==> src/rtl/cdeq_pkg.sv <==
// Shared types and constants for the circular double-ended queue.
package cdeq_pkg;

  localparam int unsigned DataW = 32;
  localparam int unsigned OccW  = 4;

  typedef enum logic [1:0] {
    OP_PUSH_FRONT = 2'd0,
    OP_PUSH_REAR  = 2'd1,
    OP_POP_FRONT  = 2'd2,
    OP_POP_REAR   = 2'd3
  } opcode_e;

  typedef enum logic [1:0] {
    ST_DONE      = 2'd0,
    ST_OVERFLOW  = 2'd1,
    ST_UNDERFLOW = 2'd2
  } status_e;

  typedef struct packed {
    opcode_e                  opcode;
    logic signed [DataW-1:0]  push_value;
  } cdeq_in_t;

  typedef struct packed {
    logic signed [DataW-1:0]  popped_value;
    status_e                  status;
    logic [OccW-1:0]          occupancy;
  } cdeq_out_t;

  // Broadcast controls to every cell; already qualified (accepted, not refused).
  typedef struct packed {
    logic push_front;
    logic push_rear;
    logic pop_front;
    logic pop_rear;
  } cdeq_ctl_t;

endpackage

==> src/rtl/cdeq_cell.sv <==
// One storage cell of the queue chain: an entry and its valid bit.
module cdeq_cell (
  input  logic                             clk_i,
  input  logic                             rst_ni,
  input  cdeq_pkg::cdeq_ctl_t              ctl_i,
  input  logic signed [cdeq_pkg::DataW-1:0] push_value_i,
  input  logic signed [cdeq_pkg::DataW-1:0] up_data_i,
  input  logic                             up_valid_i,
  input  logic signed [cdeq_pkg::DataW-1:0] dn_data_i,
  input  logic                             dn_valid_i,
  output logic signed [cdeq_pkg::DataW-1:0] data_o,
  output logic                             valid_o,
  output logic signed [cdeq_pkg::DataW-1:0] rear_tap_o
);
  import cdeq_pkg::*;

  logic signed [DataW-1:0] data_q, data_d;
  logic                    valid_q, valid_d;
  logic                    is_rear;
  logic                    is_first_free;

  // Entries stay packed toward cell 0, so the valid bits form a thermometer.
  assign is_rear       = valid_q & ~dn_valid_i;
  assign is_first_free = ~valid_q & up_valid_i;

  always_comb begin
    data_d  = data_q;
    valid_d = valid_q;
    if (ctl_i.push_front) begin
      data_d  = up_data_i;
      valid_d = up_valid_i;
    end else if (ctl_i.pop_front) begin
      data_d  = dn_data_i;
      valid_d = dn_valid_i;
    end else if (ctl_i.push_rear && is_first_free) begin
      data_d  = push_value_i;
      valid_d = 1'b1;
    end else if (ctl_i.pop_rear && is_rear) begin
      valid_d = 1'b0;
    end
  end

  always_ff @(posedge clk_i or negedge rst_ni) begin
    if (!rst_ni) begin
      valid_q <= 1'b0;
    end else begin
      valid_q <= valid_d;
    end
  end

  always_ff @(posedge clk_i) begin
    data_q <= data_d;
  end

  assign data_o     = data_q;
  assign valid_o    = valid_q;
  assign rear_tap_o = is_rear ? data_q : '0;

endmodule

==> src/rtl/circular_double_ended_queue.sv <==
// Top level of the double-ended queue: cell chain, occupancy count, result register.
//
//  port          dir  width       role
//  ------------  ---  ----------  -----------------------------------------------
//  start         in   1           item request, taken when busy is low
//  busy          out  1           never raised; an item is taken every cycle
//  item_i        in   cdeq_in_t   opcode and push value
//  result_valid_o out 1           one-cycle strobe marking a result item
//  result_o      out  cdeq_out_t  popped value, status, occupancy
//
// One item per clock. The result item is strobed in the cycle after the item is
// taken; all cells shift or load in that same edge, which sets the latency.
// Reset (rst_ni low, asynchronous) empties the queue: valid bits and count clear,
// entry data is left as is. The receiver cannot stall, so nothing backs up.
module circular_double_ended_queue #(
  parameter int unsigned DEPTH = 8
) (
  input  logic                clk_i,
  input  logic                rst_ni,
  input  logic                start,
  output logic                busy,
  input  cdeq_pkg::cdeq_in_t  item_i,
  output logic                result_valid_o,
  output cdeq_pkg::cdeq_out_t result_o
);
  import cdeq_pkg::*;

  localparam int unsigned CntW = $clog2(DEPTH + 1);

  logic                    accept;
  logic                    full;
  logic                    empty;
  cdeq_ctl_t               ctl;
  status_e                 status;
  logic [CntW-1:0]         count_q, count_d;
  logic                    res_valid_q;
  cdeq_out_t               res_q, res_d;

  // Chain taps: cell i sees cell i-1 as "up" (toward the front).
  logic signed [DataW-1:0] cell_data  [DEPTH];
  logic signed [DataW-1:0] cell_tap   [DEPTH];
  logic [DEPTH-1:0]        cell_valid;
  logic signed [DataW-1:0] rear_value;
  logic [DEPTH-1:0]        thermo_chk;

  assign busy   = 1'b0;
  assign accept = start & ~busy;
  assign full   = (count_q == CntW'(DEPTH));
  assign empty  = (count_q == '0);

  // Decode: refused items drive no controls, so the state holds.
  always_comb begin
    ctl    = '0;
    status = ST_DONE;
    case (item_i.opcode)
      OP_PUSH_FRONT: begin
        if (full) status = ST_OVERFLOW;
        else      ctl.push_front = accept;
      end
      OP_PUSH_REAR: begin
        if (full) status = ST_OVERFLOW;
        else      ctl.push_rear = accept;
      end
      OP_POP_FRONT: begin
        if (empty) status = ST_UNDERFLOW;
        else       ctl.pop_front = accept;
      end
      OP_POP_REAR: begin
        if (empty) status = ST_UNDERFLOW;
        else       ctl.pop_rear = accept;
      end
      default: begin
        status = ST_DONE;
      end
    endcase
  end

  // At most one cell flags itself as rear (none when empty); OR the taps to pick its entry.
  always_comb begin
    rear_value = '0;
    for (int i = 0; i < DEPTH; i++) begin
      rear_value = rear_value | cell_tap[i];
    end
  end

  always_comb begin
    count_d = count_q;
    if (ctl.push_front || ctl.push_rear) begin
      count_d = count_q + CntW'(1);
    end else if (ctl.pop_front || ctl.pop_rear) begin
      count_d = count_q - CntW'(1);
    end
  end

  always_comb begin
    res_d.status       = status;
    res_d.occupancy    = OccW'(count_d);
    res_d.popped_value = '0;
    if (ctl.pop_front) begin
      res_d.popped_value = cell_data[0];
    end else if (ctl.pop_rear) begin
      res_d.popped_value = rear_value;
    end
  end

  for (genvar g = 0; g < DEPTH; g++) begin : g_cell
    logic signed [DataW-1:0] up_data;
    logic                    up_valid;
    logic signed [DataW-1:0] dn_data;
    logic                    dn_valid;

    if (g == 0) begin : g_head
      assign up_data  = item_i.push_value;
      assign up_valid = 1'b1;
    end else begin : g_mid_up
      assign up_data  = cell_data[g-1];
      assign up_valid = cell_valid[g-1];
    end

    if (g == DEPTH - 1) begin : g_tail
      assign dn_data  = '0;
      assign dn_valid = 1'b0;
    end else begin : g_mid_dn
      assign dn_data  = cell_data[g+1];
      assign dn_valid = cell_valid[g+1];
    end

    cdeq_cell u_cell (
      .clk_i        (clk_i),
      .rst_ni       (rst_ni),
      .ctl_i        (ctl),
      .push_value_i (item_i.push_value),
      .up_data_i    (up_data),
      .up_valid_i   (up_valid),
      .dn_data_i    (dn_data),
      .dn_valid_i   (dn_valid),
      .data_o       (cell_data[g]),
      .valid_o      (cell_valid[g]),
      .rear_tap_o   (cell_tap[g])
    );
  end

  always_ff @(posedge clk_i or negedge rst_ni) begin
    if (!rst_ni) begin
      count_q     <= '0;
      res_valid_q <= 1'b0;
    end else begin
      count_q     <= count_d;
      res_valid_q <= accept;
    end
  end

  always_ff @(posedge clk_i) begin
    if (accept) begin
      res_q <= res_d;
    end
  end

  assign result_valid_o = res_valid_q;
  assign result_o       = res_q;

  // Valid bits must stay packed toward cell 0.
  assign thermo_chk = cell_valid & (cell_valid + {{(DEPTH-1){1'b0}}, 1'b1});

  a_count_matches_cells: assert property (@(posedge clk_i) disable iff (!rst_ni)
    $countones(cell_valid) == int'(count_q))
    else $error("occupancy count disagrees with cell valid bits");

  a_cells_packed: assert property (@(posedge clk_i) disable iff (!rst_ni)
    thermo_chk == '0)
    else $error("cell valid bits not contiguous from the front");

  a_one_result_per_item: assert property (@(posedge clk_i) disable iff (!rst_ni)
    accept |=> result_valid_o)
    else $error("accepted item produced no result strobe");

  a_underflow_when_empty: assert property (@(posedge clk_i) disable iff (!rst_ni)
    (result_valid_o && result_o.status == ST_UNDERFLOW) |-> (count_q == '0))
    else $error("underflow reported while queue holds entries");

  a_overflow_when_full: assert property (@(posedge clk_i) disable iff (!rst_ni)
    (result_valid_o && result_o.status == ST_OVERFLOW) |-> full)
    else $error("overflow reported while queue has room");

endmodule

==> config.mk <==
export PLATFORM = sky130hd
export DESIGN_NAME = circular_double_ended_queue
export DESIGN_NICKNAME = d
export VERILOG_FILES = /design/src/rtl/cdeq_pkg.sv /design/src/rtl/cdeq_cell.sv /design/src/rtl/circular_double_ended_queue.sv
export SDC_FILE = /design/constraint.sdc
export NUM_CORES = 1
export LEC_CHECK = 0
export ABC_AREA = 1
export BUFFER_PORTS_ARGS = -buffer_cell sky130_fd_sc_hd__buf_2
export CAP_MARGIN = 10
export CORE_ASPECT_RATIO = 0.9
export CORE_MARGIN = 3
export CORE_UTILIZATION = 40
export DETAILED_ROUTE_END_ITERATION = 8
export GPL_ROUTABILITY_DRIVEN = 1
export GPL_TIMING_DRIVEN = 0
export HOLD_SLACK_MARGIN = 0.1
export PLACE_DENSITY_LB_ADDON = 0.05
export SETUP_SLACK_MARGIN = 0.4
export SLEW_MARGIN = 20
export SYNTH_ARGS = -nofsm -noshare
export SYNTH_HDL_FRONTEND = slang
export SYNTH_SLANG_ARGS = --single-unit
export TNS_END_PERCENT = 100
==> constraint.sdc <==
create_clock -name clk_i -period 4.1 [get_ports clk_i]
set_input_delay 0 -clock clk_i [delete_from_list [all_inputs] [get_ports clk_i]]
set_output_delay 0 -clock clk_i [all_outputs]
set_load 0.01 [all_outputs]
### Word level (Yosys, flattened, before mapping)

Cells that the tools add are included.

* reduce and logical (&&, ||, !) cells: 38
* equal/unequal tests: 4
* mux-type cells: 77
* bitwise operators: 22
* add/subtract/negate cells: 2

Operator list (count)
* $mux 32: 34
* $or 32x32->32: 7
* $mux 1: 39
* $reduce_bool 4->1: 8
* $reduce_bool 3->1: 8
* $logic_and 1x1->1: 16
* $mux 4: 2
* $not 1->1: 8
* $and 1x1->1: 7
* $add 4x1->4 const B: 1
* $eq 2x2->1 const B: 2
* $eq 4x4->1 const B: 1
* $logic_not 4->1: 1
* $pmux 2 s2: 1
* $reduce_or 2->1: 2
* $sub 4x1->4 const B: 1
* $eq 2x1->1 const B: 1
* $logic_not 2->1: 1
* $logic_or 1x1->1: 2
* $mux 2: 1

* word-level logic and storage cells: 164
* input port bits: 37
* flip-flop bits (word level): 307

### Depth between registers and ports, before layout

* depth in word-level cells: 12
* depth in mapped cells: 11

### By module

From an unflattened synthesis, not the netlist that was laid out.

* cell total of the unflattened synthesis: 2433
* area, all modules: 18811.8 um2

Modules (own cells, without submodules)
* cdeq_cell: instances 8, area an instance 2021.9 um2, cells an instance 260
* circular_double_ended_queue: instances 1, area an instance 2636.3 um2, cells an instance 353

### Worst setup path after synthesis

Ideal clock, no wire load.

* path kind: register to register
* start point: reg count_q[0]
* end point: reg g_cell[1].u_cell.data_q[0] (enable)
* slack: 1.685 ns
* buffers on the path: 2
* clock period less this slack: 2.415 ns
* library setup time: 0.389 ns
* arrival: 2.025 ns
* cell stages (with the launch flop): 10
* cell sequence: dfrtp_1 -> inv_1 -> ha_1 -> nand3_1 -> nand3_2 -> nand2_1 -> inv_2 -> buf_6 -> buf_2 -> nand2_1

* cells in the longest elaborated chain, start to end: 5

RTL lines
* from (decl): line circular_double_ended_queue.sv:35 `logic [CntW-1:0] count_q, count_d;`
* from (signal assigned): line circular_double_ended_queue.sv:148 `count_q <= count_d;`
* $eq 4x4->1: line circular_double_ended_queue.sv:48 `assign full = (count_q == CntW'(DEPTH));`
* $mux 1: line circular_double_ended_queue.sv:57, circular_double_ended_queue.sv:61
* $mux 1: line circular_double_ended_queue.sv:55 `case (item_i.opcode)`
* $logic_and 1x1->1: line cdeq_cell.sv:35 `end else if (ctl_i.push_rear && is_first_free) begin`
* $reduce_bool 3->1 (no source line) *
* to (signal assigned): line cdeq_cell.sv:52 `data_q <= data_d;`
* to (decl): line cdeq_cell.sv:17 `logic signed [DataW-1:0] data_q, data_d;`

Mark *: on every way between the ends. The rest lies on a longest branch, timed or not.
A chain may end at the register's enable or synchronous reset.

### Worst setup path after layout

* start point: reg g_cell[2].u_cell.valid_q
* end point: reg g_cell[3].u_cell.data_q[15] (enable)

* cells in the longest elaborated chain, start to end: 3

RTL lines
* from (decl): line cdeq_cell.sv:18 `logic valid_q, valid_d;`
* from (signal assigned): line cdeq_cell.sv:47 `valid_q <= valid_d;`
* $and 1x1->1: line cdeq_cell.sv:24 `assign is_first_free = ~valid_q & up_valid_i;`
* $logic_and 1x1->1: line cdeq_cell.sv:35
* $reduce_bool 3->1 (no source line)
* to (signal assigned): line cdeq_cell.sv:52
* to (decl): line cdeq_cell.sv:17

No other way between the ends.

==> results.cfg <==
[synth]
yosys-top-cells-area = edfxtp_1 57%, nand2_1 24%, nand3_1 6.5%
synth_ff_type = edfxtp_1
synth_nets = 1889
synth_most_common_cell = nand2_1
synth_cells = 1850
netlist.area_leader.share_pct = 56.62
synth_area_um2 = 15590
yosysWarningCount = 0
yosysUniqueCellTypes = 21
syn_area_per_cell_um2 = 8.428
synth.largest_area_cell = edfxtp_1
async_reset_ff_share_pct = 4.235
ys_seq_area_share_pct = 58.71
ys_ff_latch = 307
synth_edf_count = 294
ys_top_cells_by_count = 997 x nand2_1, 294 x edfxtp_1, 203 x nand3_1

[pwr]
power.density_nw_per_um2 = 605.5
p_leak_nw = 7.810
vdd_drop_max_mv = 0.3206

[placement]
hpwl_um = 37000
io_buffers = 75
place_area_um2 = 16730
dp.cells = 2445
finalWeightedCongestion = 0.8802

[drt]
via_per_inst = 5.526
drtAntennaViolNets = 0
routed_wl_um = 60900
drc = 0
drt_iter0_markers = 1845
wl_per_cell_um = 23.95
dr.pass1.iters = 6
vias = 14050

[cells_and_area]
layout.nets = 2042
area_growth_syn_to_layout_pct = 17.16
layout-drive-gt1-share_pct = 11.50
design_area_um2 = 18270
regArea_um2 = 9154
fillCellCount = 3730
antenna_cells = 0
multiInputGateArea_um2 = 5762
stdcell_count = 2543
final_core_util_pct = 48.32

[floorplanning]
core_area_um2 = 37810
rows = 67
start_util_pct = 41.24
die_h_um = 193.3
fp.dieW_um = 214.1
ios = 77
dieArea_um2 = 41390

[clock_network]
cts_resized = 0
tritoncts = done
clock_path_buffers = 3
cts-htree-levels = 2
clock-sinks = 307
cts.clk_slew.worst_paths_ns = 0.07
insertion_delay_ns = 0.54
cts.root.buffer_cell = clkbuf_16
numCtsBuffers = 36

[global_routing]
grt-ovfl-total = 0
grt_pass1_wl_um = 86940
grtUsageTotal_pct = 28.49
busiest_layer = met2
grtUsageMet2_pct = 42.74
grt_start_max_net_pins = 42
grt_antenna_before_repair = 0
use_met3_pct = 5.725
grt_pass1_vias = 12960
met1_usage_pct = 41.84

[worst_setup_path]
worstSetupEndpointType = flip-flop
path_class = reg2reg
start_kind = flip-flop
arrival_ns = 3.17
crit_fanout = 32
cp.required_ns = 4.25

[sta]
rsz0062_at_grt = no
fin_skew_ns = 0.02298
hold_viol = 0
worst_pin_slew_ns = 1.073
final-setup-viol-count = 0
slew-limit-headroom_pct = 28.48
period_share_pct = 73.84
tns_ns = 0
fin_crit_ns = 3.027
finalMaxSlewViolations = 0
max_freq_mhz = 330.3

[run]
cap_violations = 0

[outcome]
status = complete, no violations

[min_path]
hold_path.class = in2reg
where the power goes:
part	switching, mW	total [mW]	internal [mW]
Combinational	2.51	3.33	0.818
Sequential	0.312	4.43	4.11
Clock	1.35	3.31	1.96
Total	4.17	11.1	6.89
per-stage QoR:
step | setup WS [ns] | hold WS, ns | total power, mW
final | 1.073 | 0.2948 | 11.06
after global routing | 0.9284 | 0.3222 | 11.51
after CTS | 1.102 | 0.2792 | 11.01
after detailed placement | 1.131 | -0.07135 | 7.687
after global placement | -0.1549 | -0.07033 | 7.655
after floorplan | 1.685 | -0.2956 | 6.209
timing repair:
action	4_1_cts	5_1_grt
hold buffers	37	0
hold endpoints to repair	322	0
setup buffers	0	0
cells by family after synthesis:
family	Yosys count	share of synthesized area (%)
buf+inv	149	4.630
xor+xnor	2	0.1124
compound gates	70	2.247
fa+ha+maj	2	0.1605
simple gates	1319	34.12
other cells	1	0.02405
flops	307	58.71
state kept, by name (all words and copies together), names as in the netlist:
signal                 count
result_valid_o             1
count_q                    4
result_o                  38
g_cell.u_cell.valid_o      8
g_cell.u_cell.data_o     256
cell type report:
type,instances,share of cell area [%]
sequential,307,50.11
multi-input combinational,1394,31.54
clock buffer,45,5.452
timing repair buffer,115,4.466
tap,517,3.541
buffer,94,2.822
inverter,55,1.130
clock inverter,16,0.9384
critical path, cell delays in order, from the launching register on:
cell and delay [ns]:
dfrtp_1 0.39, inv_1 0.11, nor2_2 0.58, buf_2 0.60, nand4_1 0.29, nand2_4 0.65
worst paths after layout:
kind / from / end / slack (ns) / cells after the start
max in group asynchronous: rst_ni / result_valid_o / 3.00 / 3
max: g_cell[2].u_cell.valid_o / g_cell[3].u_cell.data_o[15] / 1.07 / 5
min reg2reg: g_cell[0].u_cell.valid_o / g_cell[0].u_cell.valid_o / 0.53 / 2
max reg2reg: g_cell[2].u_cell.valid_o / g_cell[3].u_cell.data_o[15] / 1.07 / 5
min in group asynchronous: rst_ni / g_cell[2].u_cell.valid_o / 0.62 / 3
min: item_i[25] / g_cell[0].u_cell.data_o[25] / 0.29 / 4
cell usage in the layout (no fill, tap or decap):
cell type / Yosys / final
buf_16: 0 / 1
nand2_2: 1 / 3
nand4_1: 22 / 22
clkinv_2: 0 / 5
nor2_2: 5 / 6
nand3_1: 203 / 203
nand2_1: 997 / 990
nor2_1: 84 / 83
dlygate4sd3_1: 0 / 37
conb_1: 1 / 1
buf_12: 0 / 2
o21ai_0: 70 / 70
nand3_2: 2 / 2
buf_4: 20 / 21
dfrtp_1: 13 / 13
clkbuf_16: 0 / 37
or2_1: 1 / 1
buf_6: 2 / 2
xor2_1: 2 / 2
ha_1: 2 / 2
clkbuf_1: 14 / 18
clkbuf_8: 0 / 4
inv_2: 5 / 5
bufinv_16: 0 / 4
nand2_4: 4 / 9
inv_1: 50 / 50
buf_2: 58 / 132
clkinv_1: 0 / 7
edfxtp_1: 294 / 294
per-layer routing:
metal  share of wire [%]  wire (um)
met1                  45      27100
met2                  43      26240
met3                 9.5       5799
met4                 2.9       1755
met5                   0          0
(Power assumes the default switching activity.)
